--- src/sv/wac_pkg.sv ---
// Shared types and constants for the weighted automaton builder.
`default_nettype none
package wac_pkg;
	localparam int NODE_W    = 10;
	localparam int LET_W     = 5;
	localparam int VAL_W     = 16;
	localparam int SCORE_W   = 24;
	localparam int KIND_W    = 3;
	localparam int STAT_W    = 2;
	localparam int ALPHA     = 26;
	localparam int MAX_NODES = 1024;
	localparam int CNT_W     = NODE_W + 1;
	localparam int GADDR_W   = NODE_W + LET_W;

	localparam logic [STAT_W-1:0] ST_OK   = 2'd0;
	localparam logic [STAT_W-1:0] ST_FULL = 2'd1;
	localparam logic [STAT_W-1:0] ST_BAD  = 2'd2;

	typedef enum logic [KIND_W-1:0] {
		KIND_CLEAR  = 3'd0,
		KIND_LETTER = 3'd1,
		KIND_END    = 3'd2,
		KIND_BUILD  = 3'd3,
		KIND_STEP   = 3'd4
	} kind_t;

	typedef enum logic [3:0] {
		OP_NONE, OP_LATCH, OP_CLEAR, OP_SWEEP, OP_LET_RD, OP_LET_ADV, OP_ALLOC,
		OP_END, OP_STEP_RD, OP_STEP_SC, OP_B_START, OP_B_POP, OP_B_FL, OP_B_RD,
		OP_B_SON, OP_B_SCORE
	} dp_op_t;

	typedef enum logic [3:0] {
		S_RST, S_IDLE, S_DISP, S_LET_CHK, S_SWEEP, S_STEP_SC, S_B_POP, S_B_FL,
		S_B_RD, S_B_CHK, S_B_SCORE, S_B_FILL, S_DONE
	} state_t;

	typedef struct packed {
		dp_op_t            op;
		logic              fill;
		logic              finish;
		logic              res_load;
		logic [STAT_W-1:0] res_status;
	} cmd_t;

	typedef struct packed {
		logic [KIND_W-1:0] kind;
		logic              letter_ok;
		logic              from_ok;
		logic              built;
		logic              g_nz;
		logic              full;
		logic              sweep_last;
		logic              col_last;
		logic              q_empty;
		logic              out_free;
	} stat_t;
endpackage
`default_nettype wire

--- src/sv/wac_ctrl.sv ---
// Sequencer for item handling, row clearing and the breadth-first build.
`default_nettype none
module wac_ctrl import wac_pkg::*; (
	input  wire          clk,
	input  wire          arst_n,
	input  wire          in_valid,
	output logic         in_stall,
	input  wire stat_t   st,
	output cmd_t         cmd
);
	state_t            state_q, state_d;
	logic [STAT_W-1:0] status_q, status_d;

	always_ff @(posedge clk or negedge arst_n) begin
		if (!arst_n) begin
			state_q  <= S_RST;
			status_q <= ST_OK;
		end else begin
			state_q  <= state_d;
			status_q <= status_d;
		end
	end

	always_comb begin
		state_d  = state_q;
		status_d = status_q;
		case (state_q)
			S_RST: if (st.sweep_last) state_d = S_IDLE;
			S_IDLE: if (in_valid) state_d = S_DISP;
			S_DISP: begin
				state_d  = S_DONE;
				status_d = ST_OK;
				case (st.kind)
					KIND_CLEAR: state_d = S_SWEEP;
					KIND_LETTER: begin
						if (st.built || !st.letter_ok) status_d = ST_BAD;
						else state_d = S_LET_CHK;
					end
					KIND_END: if (st.built) status_d = ST_BAD;
					KIND_BUILD: begin
						if (st.built) status_d = ST_BAD;
						else state_d = S_B_POP;
					end
					KIND_STEP: begin
						if (!st.built || !st.letter_ok || !st.from_ok) status_d = ST_BAD;
						else state_d = S_STEP_SC;
					end
					default: status_d = ST_BAD;
				endcase
			end
			S_LET_CHK: begin
				if (st.g_nz) state_d = S_DONE;
				else if (st.full) begin
					status_d = ST_FULL;
					state_d  = S_DONE;
				end else state_d = S_SWEEP;
			end
			S_SWEEP: if (st.sweep_last) state_d = S_DONE;
			S_STEP_SC: state_d = S_DONE;
			S_B_POP: state_d = st.q_empty ? S_DONE : S_B_FL;
			S_B_FL: state_d = S_B_RD;
			S_B_RD: state_d = S_B_CHK;
			S_B_CHK: begin
				if (st.g_nz) state_d = S_B_SCORE;
				else state_d = S_B_FILL;
			end
			S_B_SCORE, S_B_FILL: state_d = st.col_last ? S_B_POP : S_B_RD;
			S_DONE: if (st.out_free) state_d = S_IDLE;
			default: state_d = S_IDLE;
		endcase
	end

	always_comb begin
		cmd            = '0;
		cmd.op         = OP_NONE;
		cmd.res_status = status_q;
		in_stall       = (state_q != S_IDLE);
		case (state_q)
			S_RST: cmd.op = OP_SWEEP;
			S_IDLE: if (in_valid) cmd.op = OP_LATCH;
			S_DISP: begin
				case (st.kind)
					KIND_CLEAR: cmd.op = OP_CLEAR;
					KIND_LETTER: if (!st.built && st.letter_ok) cmd.op = OP_LET_RD;
					KIND_END: if (!st.built) cmd.op = OP_END;
					KIND_BUILD: if (!st.built) cmd.op = OP_B_START;
					KIND_STEP: begin
						if (st.built && st.letter_ok && st.from_ok) cmd.op = OP_STEP_RD;
					end
					default: cmd.op = OP_NONE;
				endcase
			end
			S_LET_CHK: begin
				if (st.g_nz) cmd.op = OP_LET_ADV;
				else if (!st.full) cmd.op = OP_ALLOC;
			end
			S_SWEEP: cmd.op = OP_SWEEP;
			S_STEP_SC: cmd.op = OP_STEP_SC;
			S_B_POP: begin
				if (st.q_empty) cmd.finish = 1'b1;
				else cmd.op = OP_B_POP;
			end
			S_B_FL: cmd.op = OP_B_FL;
			S_B_RD: cmd.op = OP_B_RD;
			S_B_CHK: if (st.g_nz) cmd.op = OP_B_SON;
			S_B_SCORE: cmd.op = OP_B_SCORE;
			S_B_FILL: cmd.fill = 1'b1;
			S_DONE: cmd.res_load = st.out_free;
			default: cmd.op = OP_NONE;
		endcase
	end
endmodule
`default_nettype wire

--- config.mk ---
export PLATFORM = sky130hd
export DESIGN_NAME = wac_ctrl
export DESIGN_NICKNAME = d
export VERILOG_FILES = /design/src/sv/wac_pkg.sv /design/src/sv/wac_ctrl.sv
export SDC_FILE = /design/constraint.sdc
export NUM_CORES = 1
export LEC_CHECK = 0
export BUFFER_PORTS_ARGS = -buffer_cell sky130_fd_sc_hd__buf_4
export CAP_MARGIN = 0
export CORE_MARGIN = 1.5
export CORE_UTILIZATION = 45
export DETAILED_ROUTE_END_ITERATION = 8
export PLACE_DENSITY = 0.71
export SLEW_MARGIN = 25
export SYNTH_ARGS = -nofsm -noshare
export SYNTH_HDL_FRONTEND = slang
export SYNTH_SLANG_ARGS = --single-unit
--- constraint.sdc ---
create_clock -name clk -period 1.6 [get_ports clk]
set_input_delay 0.24 -clock clk [delete_from_list [all_inputs] [get_ports clk]]
set_output_delay 0.24 -clock clk [all_outputs]
set_load 0.1 [all_outputs]
==> impl_results.md, run 1 <==
- FF-to-FF End: state_q[0]
- Final min period: 1.942 ns
- DP HPWL: ~2200 um
- Mapped Area: 833.3 sq um
- Clock root cell: clkbuf_4
- Detail Route Antenna Nets: 0
- Ant. Diodes: 0
- Share of the synthesized area in the top cell type: 18.02%
- Wire length per cell: 20.52 um
- CP top delay family: flip-flops
- IR drop worst, VDD: approximately 0.0025 V
- Levels on crit path: 5
- XOR/XNOR share of the synthesized area: 0%
- Mean post-synth cell area: 7.440 sq um
- Clock latency at the later pin of the worst-skew pair: 0.25 ns
- Slowest CP cell: dfrtp_2
- Clock transition at the registers of the reported paths: 0.05 ns
- Crit. End Element: output port
- Power per cell area: 2166 mW/mm^2
- Syn Inst Count: 112
- Die area: 0.002119 sq mm
- Rel. slew slack: 72.50%
- Unique cell type count in the Yosys netlist: 40
- Synth top area cells: dfrtp_1 18%, buf_6 8.1%, a21oi_1 7.2%
- Tcrit/Tclk final: 121.4%
- DRT iter0 DRCs: 97
- Pins Over Slew Limit: 0
- Drt first pass iters: 5
- Port buffer count: 24
- Num ports: 25
- Growth of design area from synthesis to finish: 88.14%
- HP Class: primary input to asynchronous set/reset pin
- Clk_skew: roughly 0.0013 ns
- Failing checks: negative setup slack
- TritonCTS Sinks: 6
- WP data required: 1.36 ns
- Tightest Pin Transition: 0.4093 ns
- Worst setup path class: flip-flop to output port
- Layout Nets: 196
- Post-Synth Adder-Cell Area: 0%
- Layout cells sized above 1: a little under 60%
- Setup-failing EPs final: 12
- Arrival @ worst endpoint: around 1.7 ns
- Seq cells post-synth: 6
- Most frequent cells in the layout: 60 x buf_4, 13 x nor2_1, 9 x a21oi_1
- Residual DRC: 0
- First-pass GRT wire length: approximately 5300 um
- Maxcap violations: 0
- Yosys top cell by area: dfrtp_1
- Placed Area: 0.001280 sq mm
- Initial Util: ~48%
- Initial antenna violation count: 0
- Final worst slack: -0.3425 ns
- RSZ-0062 raised after global routing: true
- Power Total: about 3.4 mW
- GRT Overall Usage: 35.37%
- Synth Net Count: between 100 and 150
- Yosys warnings: 0
- Worst path cell trace: nor3b_4, and2_4, nand2_2, o211ai_1, buf_6
- Max FO, Critical Path: 8
- CTS Buf Count: 3
- Vias per cell: 6.466
- Status: finished, violations left
- Nature of the critical path startpoint: flip-flop
- Final hold violation count: 0
- Design area: around 0.0016 sq mm
- Worst path max stage delay: ~0.50 ns
- Fill count: 81
- Simple-Gate Fraction of Synth Area: 31.98%
- Vias: approximately 1300
- Grt ovf: 0
- Number of global-route vias before repair: 1201
- Place WS: -0.2531 ns
- Fmax: 514.8 MHz
- Reg2Reg Setup Slack: -0.12 ns
- DRT Wirelength: 4186 um
- Sequential cell area fraction in the yosys report: a little under a fifth
- Core box area: 0.001727 sq mm
- Clock Path Buffers: 2
- RePlAce Congestion: 0.9062
- Post-synthesis mux area share: 0%
- Synth Area in Compound Gates: 36.94%
- Largest net degree at the start of global routing: 10
- Die W: ~46 um
- H-tree depth: 1
- RR Startpoint: state_q[3]
- WP buf/inv: 1
- Die H: 46.03 um
- Pleak: 0.7106 nW
- Largest family of logic cells by synthesized area: compound AO/OA/AOI/OAI gates
- Row Count: 15
- Reg2reg path depth: 6
- Commonest non-fill, non-tap cell in the layout: buf_4
- CTS tree: done
worst max path at each step:
stage / slack [ns] / endpoint / from
floorplan: -1.10 / cmd[7] / state_q[3]
global placement: -0.20 / cmd[5] / state_q[0]
detailed placement: -0.25 / cmd[5] / state_q[0]
CTS: -0.27 / cmd[7] / state_q[3]
global route: -0.35 / cmd[7] / state_q[3]
finish: -0.34 / cmd[7] / state_q[3]
final cells by class:
class                   instances  area, sq um  share of cell area (%)
flip-flops and latches          6        155.1                   9.896
multi-input cells              91        695.7                   44.37
repair buffers                 74        644.4                   41.10
clock buffers                   3        22.52                   1.437
well taps                      25        31.28                   1.995
inverters                       5        18.77                   1.197
logic make-up (layout without fill, tap and decap cells):
| family | Yosys count | after routing |
|---|---|---|
| buf+inv | 15 | 82 |
| flops | 6 | 6 |
| simple gates | 49 | 49 |
| compound gates | 42 | 42 |
stage by stage:
stage | std cells | TNS [ns] | hold WS (ns) | utilization, %
after floorplan | 112 | -2.611 | -0.05559 | -
after detailed placement | 185 | -1.104 | 0.05283 | 74.13
after CTS | 201 | -1.280 | 0.3470 | 87.90
after global placement | 185 | -0.7251 | 0.05043 | 74.13
after global routing | 204 | -2.686 | 0.3835 | 90.80
final | 204 | -2.140 | 0.3652 | 90.80
Yosys cell counts, drive strengths merged:
cell type,count
a221oi,1
a31oi,4
a2111oi,1
o32ai,3
o32a,1
nor2,14
nand3,2
a21o,1
nor3,3
nand4,1
a221o,1
o22ai,2
a32o,3
a21oi,13
o221ai,1
clkbuf,1
nor4b,1
dfrtp,6
inv,5
o211ai,3
nor3b,3
buf,9
a211oi,1
nand2b,5
and3b,1
a22oi,1
nand2,11
o21ai,6
and3,2
and2b,1
nor2b,4
and2,1
metal layers:
layer | routed length [um] | vias up | global-route usage [%]
met4 | 279 | 0 | 18.29
met3 | 508 | 39 | 4.762
met2 | 1888 | 134 | 59.44
li1 | - | 551 | -
met5 | 0 | - | 0
met1 | 1510 | 595 | 43.20
state kept, by name (all words and copies together), names as in the netlist:
signal    count
state_q       4
status_q      2
where the power goes:
| group | internal [mW] | switching, mW | total, mW |
|---|---|---|---|
| Sequential | 0.223 | 0.119 | 0.342 |
| Combinational | 1.15 | 1.76 | 2.91 |
| Clock | 0.0852 | 0.0593 | 0.144 |
timing repair:
| action | CTS | global route |
|---|---|---|
| setup buffers | 12 | 3 |
| hold buffers | 1 | 0 |
| hold endpoints to repair | 6 | 0 |
| pin swaps | 6 | 3 |
| gates resized for setup | 37 | 8 |
| setup endpoints to repair | 10 | 9 |
Note: power is estimated with default switching activity, not from simulation.
==> run 2, diff against run 1 <==
==> constraint.sdc (replaced) <==
create_clock -name clk -period 1.6 [get_ports clk]
set_input_delay 0.08 -clock clk [delete_from_list [all_inputs] [get_ports clk]]
set_output_delay 0.08 -clock clk [all_outputs]
set_load 0.1 [all_outputs]
==> impl_results.md, run 2 (synthesis gave the netlist of run 1 again) <==
- CTS Buf Count: 3
- Combinational share of power: 83.6%
- Commonest non-fill, non-tap cell in the layout: buf_4
- Tcrit/Tclk final: 106.6%
- HP Class: primary input to flip-flop
- CP top delay family: flip-flops
- Arrival @ worst endpoint: 1.63 ns
- Pleak: 0.6092 nW
- Growth of design area from synthesis to finish: 67.42%
- Slowest CP cell: dfrtp_2
- Setup TNS: -0.3125 ns
- Detail Route Antenna Nets: 0
- P_sw: 1.715 mW
- Ant. Diodes: 0
- H-tree depth: 1
- Maxcap violations: 0
- Power per cell area: 2128 mW/mm^2
- DRT iter0 DRCs: 42
- Initial Util: 48.26%
- Placed Area: approximately 0.0012 sq mm
- Layout cells sized above 1: 52.87%
- Setup-failing EPs final: 5
- RePlAce Congestion: 0.9490
- Reg2Reg Setup Slack: ~0.050 ns
- Clock latency at the later pin of the worst-skew pair: ~0.26 ns
- Die W: 46.03 um
- Clock transition at the registers of the reported paths: 0.05 ns
- WP data required: 1.52 ns
- Sequential power share: a little under an eighth
- Final worst slack: -0.1054 ns
- Hold Crit Start: st[6]
- Port buffer count: 24
- Clk_skew: 0.003294 ns
- Number of global-route vias before repair: 930
- DP HPWL: 2019 um
- Wire length per cell: 15.08 um
- Nature of the critical path startpoint: flip-flop
- Top reg by flops: state_q
- Drt first pass iters: 4
- Clock Path Buffers: 2
- Grt ovf: 0
- DRT Wirelength: 2744 um
- Cell internal pwr: 1.255 mW
- Die H: roughly 46 um
- Most frequent cells in the layout: 41 x buf_4, 12 x nor2_1, 10 x a21oi_1
- Tightest Pin Transition: ~0.36 ns
- Largest net degree at the start of global routing: 10
- Row Count: 15
- Pins Over Slew Limit: 0
- Layout Nets: 174
- Rel. slew slack: 76.09%
- Worst path max stage delay: roughly 0.47 ns
- WP buf/inv: 1
- Die area: 0.002119 sq mm
- Critical path startpoint: state_q[0]
- Final core occ: 80.80%
- Core box area: 0.001727 sq mm
- Max reg flops: 4
- RR Startpoint: state_q[0]
- Final min period: 1.705 ns
- Initial antenna violation count: 0
- First-pass GRT wire length: 4284 um
- Fmax: slightly below 600 MHz
- Num ports: 25
- Vias: 1046
- GRT Overall Usage: between 20% and 30%
- Clock power frac: 5.1%
- Largest regs: state_q: 4 flops, status_q: 2 flops
- Worst setup path class: flip-flop to output port
- Crit. End Element: output port
- IR drop worst, VDD: between 0.0015 and 0.002 V
- Worst path cell trace: nor3b_4, and2_4, nand2_2, o211ai_1, buf_6
- Place WS: -0.02348 ns
- TritonCTS Sinks: 6
- Clock root cell: clkbuf_4
- Design area: 0.001395 sq mm
- Residual DRC: 0
- Final hold slack: around 0.14 ns
- Net Sw Frac: 57.75%
- Final hold violation count: 0
- Vias per cell: 5.747
- Max FO, Critical Path: 8
- CTS tree: done
- Status: finished, violations left
- Failing checks: negative setup slack
- RSZ-0062 raised after global routing: true
## run 2: what timing repair did
| action | CTS | global route |
|---|---|---|
| pin swaps | 5 | 5 |
| endpoints found under the hold margin | 6 | 0 |
| buffers inserted | 5 | 3 |
| hold buffers | 1 | 0 |
| cloned | 0 | 0 |
| setup endpoints to repair | 7 | 9 |
| resized for setup | 27 | 12 |
## run 2: worst register-to-register path: stages, from the launching register on
cell and delay [ns]:
dfrtp_2 0.47, buf_4 0.17, buf_4 0.17, o32ai_1 0.39, a21oi_1 0.15, a21oi_2 0.12
## run 2: area by class of cell
class                      count  area [sq um]
fill                         124         331.6
multi-input combinational     91         698.2
tap                           25         31.28
timing repair buffer          52         469.2
clock buffer                   3         22.52
sequential                     6         155.1
inverter                       5         18.77
## run 2: metrics by stage
step,cells,total power [mW]
6_report,182,2.969
5_1_grt,182,3.096
4_1_cts,180,2.841
3_5_place_dp,171,2.423
3_3_place_gp,171,2.405
2_1_floorplan,112,1.955
## run 2: routing by layer
metal  routed length [um]  share of wire, %  up-vias  GRT usage, %
met4                   56               2.0        0         13.14
met5                    0                 0        -             0
met2                 1326                48       33         43.61
met3                   83               3.0        7         2.381
met1                 1278                47      500         38.95
li1                     -                 -      506             -
## run 2: path summary, 6_finish.rpt
kind,end,depth (start not counted)
worst max-delay path,cmd[7],5
worst min register to register,status_q[1],1
worst max register to register,state_q[1],5
min in group asynchronous,state_q[3],2
max in group asynchronous,state_q[1],2
worst min-delay path,state_q[1],4
## run 2: power groups by stage
stage | clock network (mW) | logic (mW) | registers [mW]
3_3_place_gp | 0 | 2.07 | 0.334
6_report | 0.152 | 2.48 | 0.337
5_1_grt | 0.160 | 2.59 | 0.345
3_5_place_dp | 0 | 2.09 | 0.336
4_1_cts | 0.148 | 2.37 | 0.325
2_1_floorplan | 0 | 1.55 | 0.404
==> run 3, diff against run 2 <==
==> constraint.sdc (replaced) <==
create_clock -name clk -period 1.6 [get_ports clk]
set_input_delay 0 -clock clk [delete_from_list [all_inputs] [get_ports clk]]
set_output_delay 0 -clock clk [all_outputs]
set_load 0.1 [all_outputs]
==> impl_results.md, run 3 (synthesis gave the netlist of run 1 again) <==
- Status: finished, violations left
- Failing checks: negative setup slack
- IR drop worst, VDD: 0.002739 V
- Final hold violation count: 0
- Tcrit/Tclk final: 103.6%
- Pleak: 0.5656 nW
- Top reg by flops: state_q
- Core box area: 0.001727 sq mm
- Port buffer count: 24
- Power Total: 2.847 mW
- TritonCTS Sinks: 6
- Area occupied by multi-input gates: 673.1 sq um
- Largest net degree at the start of global routing: 10
- Ant. Diodes: 0
- Fill count: 149
- Residual DRC: 0
- Growth of design area from synthesis to finish: 56.76%
- DRT iter0 DRCs: 38
- Final core occ: 75.65%
- WHS Path Cells: 4
- Crit path capture: cmd[6]
- Max reg flops: 4
- DP HPWL: roughly 1900 um
- Clock root cell: clkbuf_4
- Place WS: -0.04913 ns
- Power per cell area: roughly 2200 mW/mm^2
- Clock Path Buffers: 2
- Layout cells sized above 1: 48.05%
- Final worst slack: -0.05786 ns
- Non-Filler Instances: 179
- Net Sw Frac: 58.85%
- Placed Area: 0.001126 sq mm
- Fmax: 603.2 MHz
- GR Util met2: between 40 and 50%
- Tightest Pin Transition: 0.3211 ns
- Vias per cell: between 5 and 6
- Setup-failing EPs final: 2
- Most frequent cells in the layout: 43 x buf_4, 12 x nor2_1, 11 x a21oi_1
- Final hold slack: 0.07435 ns
- Clk_skew: 0.006566 ns
- Initial Util: 48.26%
- Reg area: approximately 160 sq um
- Num ports: 25
- HP Class: primary input to flip-flop
- H-tree depth: 1
- Grt ovf: 0
- Commonest non-fill, non-tap cell in the layout: buf_4
- Clock latency at the later pin of the worst-skew pair: ~0.25 ns
- FF-to-FF End: state_q[3]
- P_sw: 1.675 mW
- Worst setup path class: flip-flop to output port
- Reg2Reg Setup Slack: about 0.08 ns
- RSZ-0062 raised after global routing: true
- Placed Cells: 166
- Die H: 46.03 um
- Sequential power share: 11.7%
- CTS Buf Count: 3
- Reg2reg path depth: 5
- Setup TNS: -0.08930 ns
- Wire length per cell: between 10 and 15 um
- RePlAce Congestion: 0.8767
- Final min period: 1.658 ns
- First-pass GRT wire length: 4264 um
- Met3 GRT Util: 6.349%
- Critical path startpoint: state_q[1]
- Nature of the critical path startpoint: flip-flop
- Detail Route Antenna Nets: 0
- Drt first pass iters: 4
- Max FO, Critical Path: 8
- Layout Nets: between 150 and 200
- Pins Over Slew Limit: 0
- Die area: 0.002119 sq mm
- Cell internal pwr: 1.171 mW
- WP data required: 1.60 ns
- GRT Overall Usage: 27.86%
- Combinational share of power: 83.4%
- Arrival @ worst endpoint: between 1.5 and 2 ns
- Crit. End Element: output port
- Clock power frac: 4.9%
- CTS tree: done
- Rel. slew slack: between 70% and 80%
- Number of global-route vias before repair: 973
- Row Count: 15
- Design area: 0.001306 sq mm
- Maxcap violations: 0
- Clock transition at the registers of the reported paths: approximately 0.050 ns
- Initial antenna violation count: 0
- RR Startpoint: state_q[3]
- Die W: roughly 46 um
- Vias: 1037
- Largest regs: state_q: 4 flops, status_q: 2 flops
- Gr busiest metal: met2
- DRT Wirelength: 2680 um
- Met1 Use GR: a little under two fifths
[run 3: repair_timing]
action                     CTS  global route
hold endpoints to repair     6             0
pin swaps                    2             1
buffers inserted             9             0
gates resized for setup     16            10
hold buffers                 1             0
gates cloned                 0             0
setup endpoints to repair    7             6
[run 3: power by group through the flow]
stage          logic [mW]  registers [mW]  clock network, mW
3_3_place_gp         1.96           0.376                  0
3_5_place_dp         1.98           0.379                  0
4_1_cts              2.29           0.326              0.141
5_1_grt              2.49           0.340              0.157
6_report             2.37           0.334              0.140
2_1_floorplan        1.54           0.404                  0
[run 3: critical path, cell delays in order (launching register included)]
cell and delay, ns:
dfrtp_2 0.47, inv_1 0.14, buf_4 0.16, nand2_1 0.06, o32a_1 0.20, o22ai_4 0.18, buf_12 0.19
[run 3: worst min path at each step]
stage	start	end	slack, ns
floorplan	arst_n	state_q[0]	-0.30
global placement	arst_n	state_q[1]	-0.19
detailed placement	arst_n	state_q[1]	-0.19
CTS	st[6]	state_q[1]	0.08
global route	st[6]	state_q[1]	0.09
finish	st[6]	state_q[1]	0.07
[run 3: routing by layer]
| metal | vias up | wire, um |
|---|---|---|
| li1 | 502 | - |
| met1 | 475 | 1146 |
| met2 | 58 | 1310 |
| met3 | 2 | 218 |
| met4 | 0 | 4 |
| met5 | - | 0 |
[run 3: final cells by class]
| cell class | instances | area share (%) |
|---|---|---|
| clock buffers | 3 | 1.724 |
| inverters | 5 | 1.437 |
| multi-input cells | 91 | 51.53 |
| flip-flops and latches | 6 | 11.88 |
| well taps | 25 | 2.395 |
| repair buffers | 49 | 31.03 |
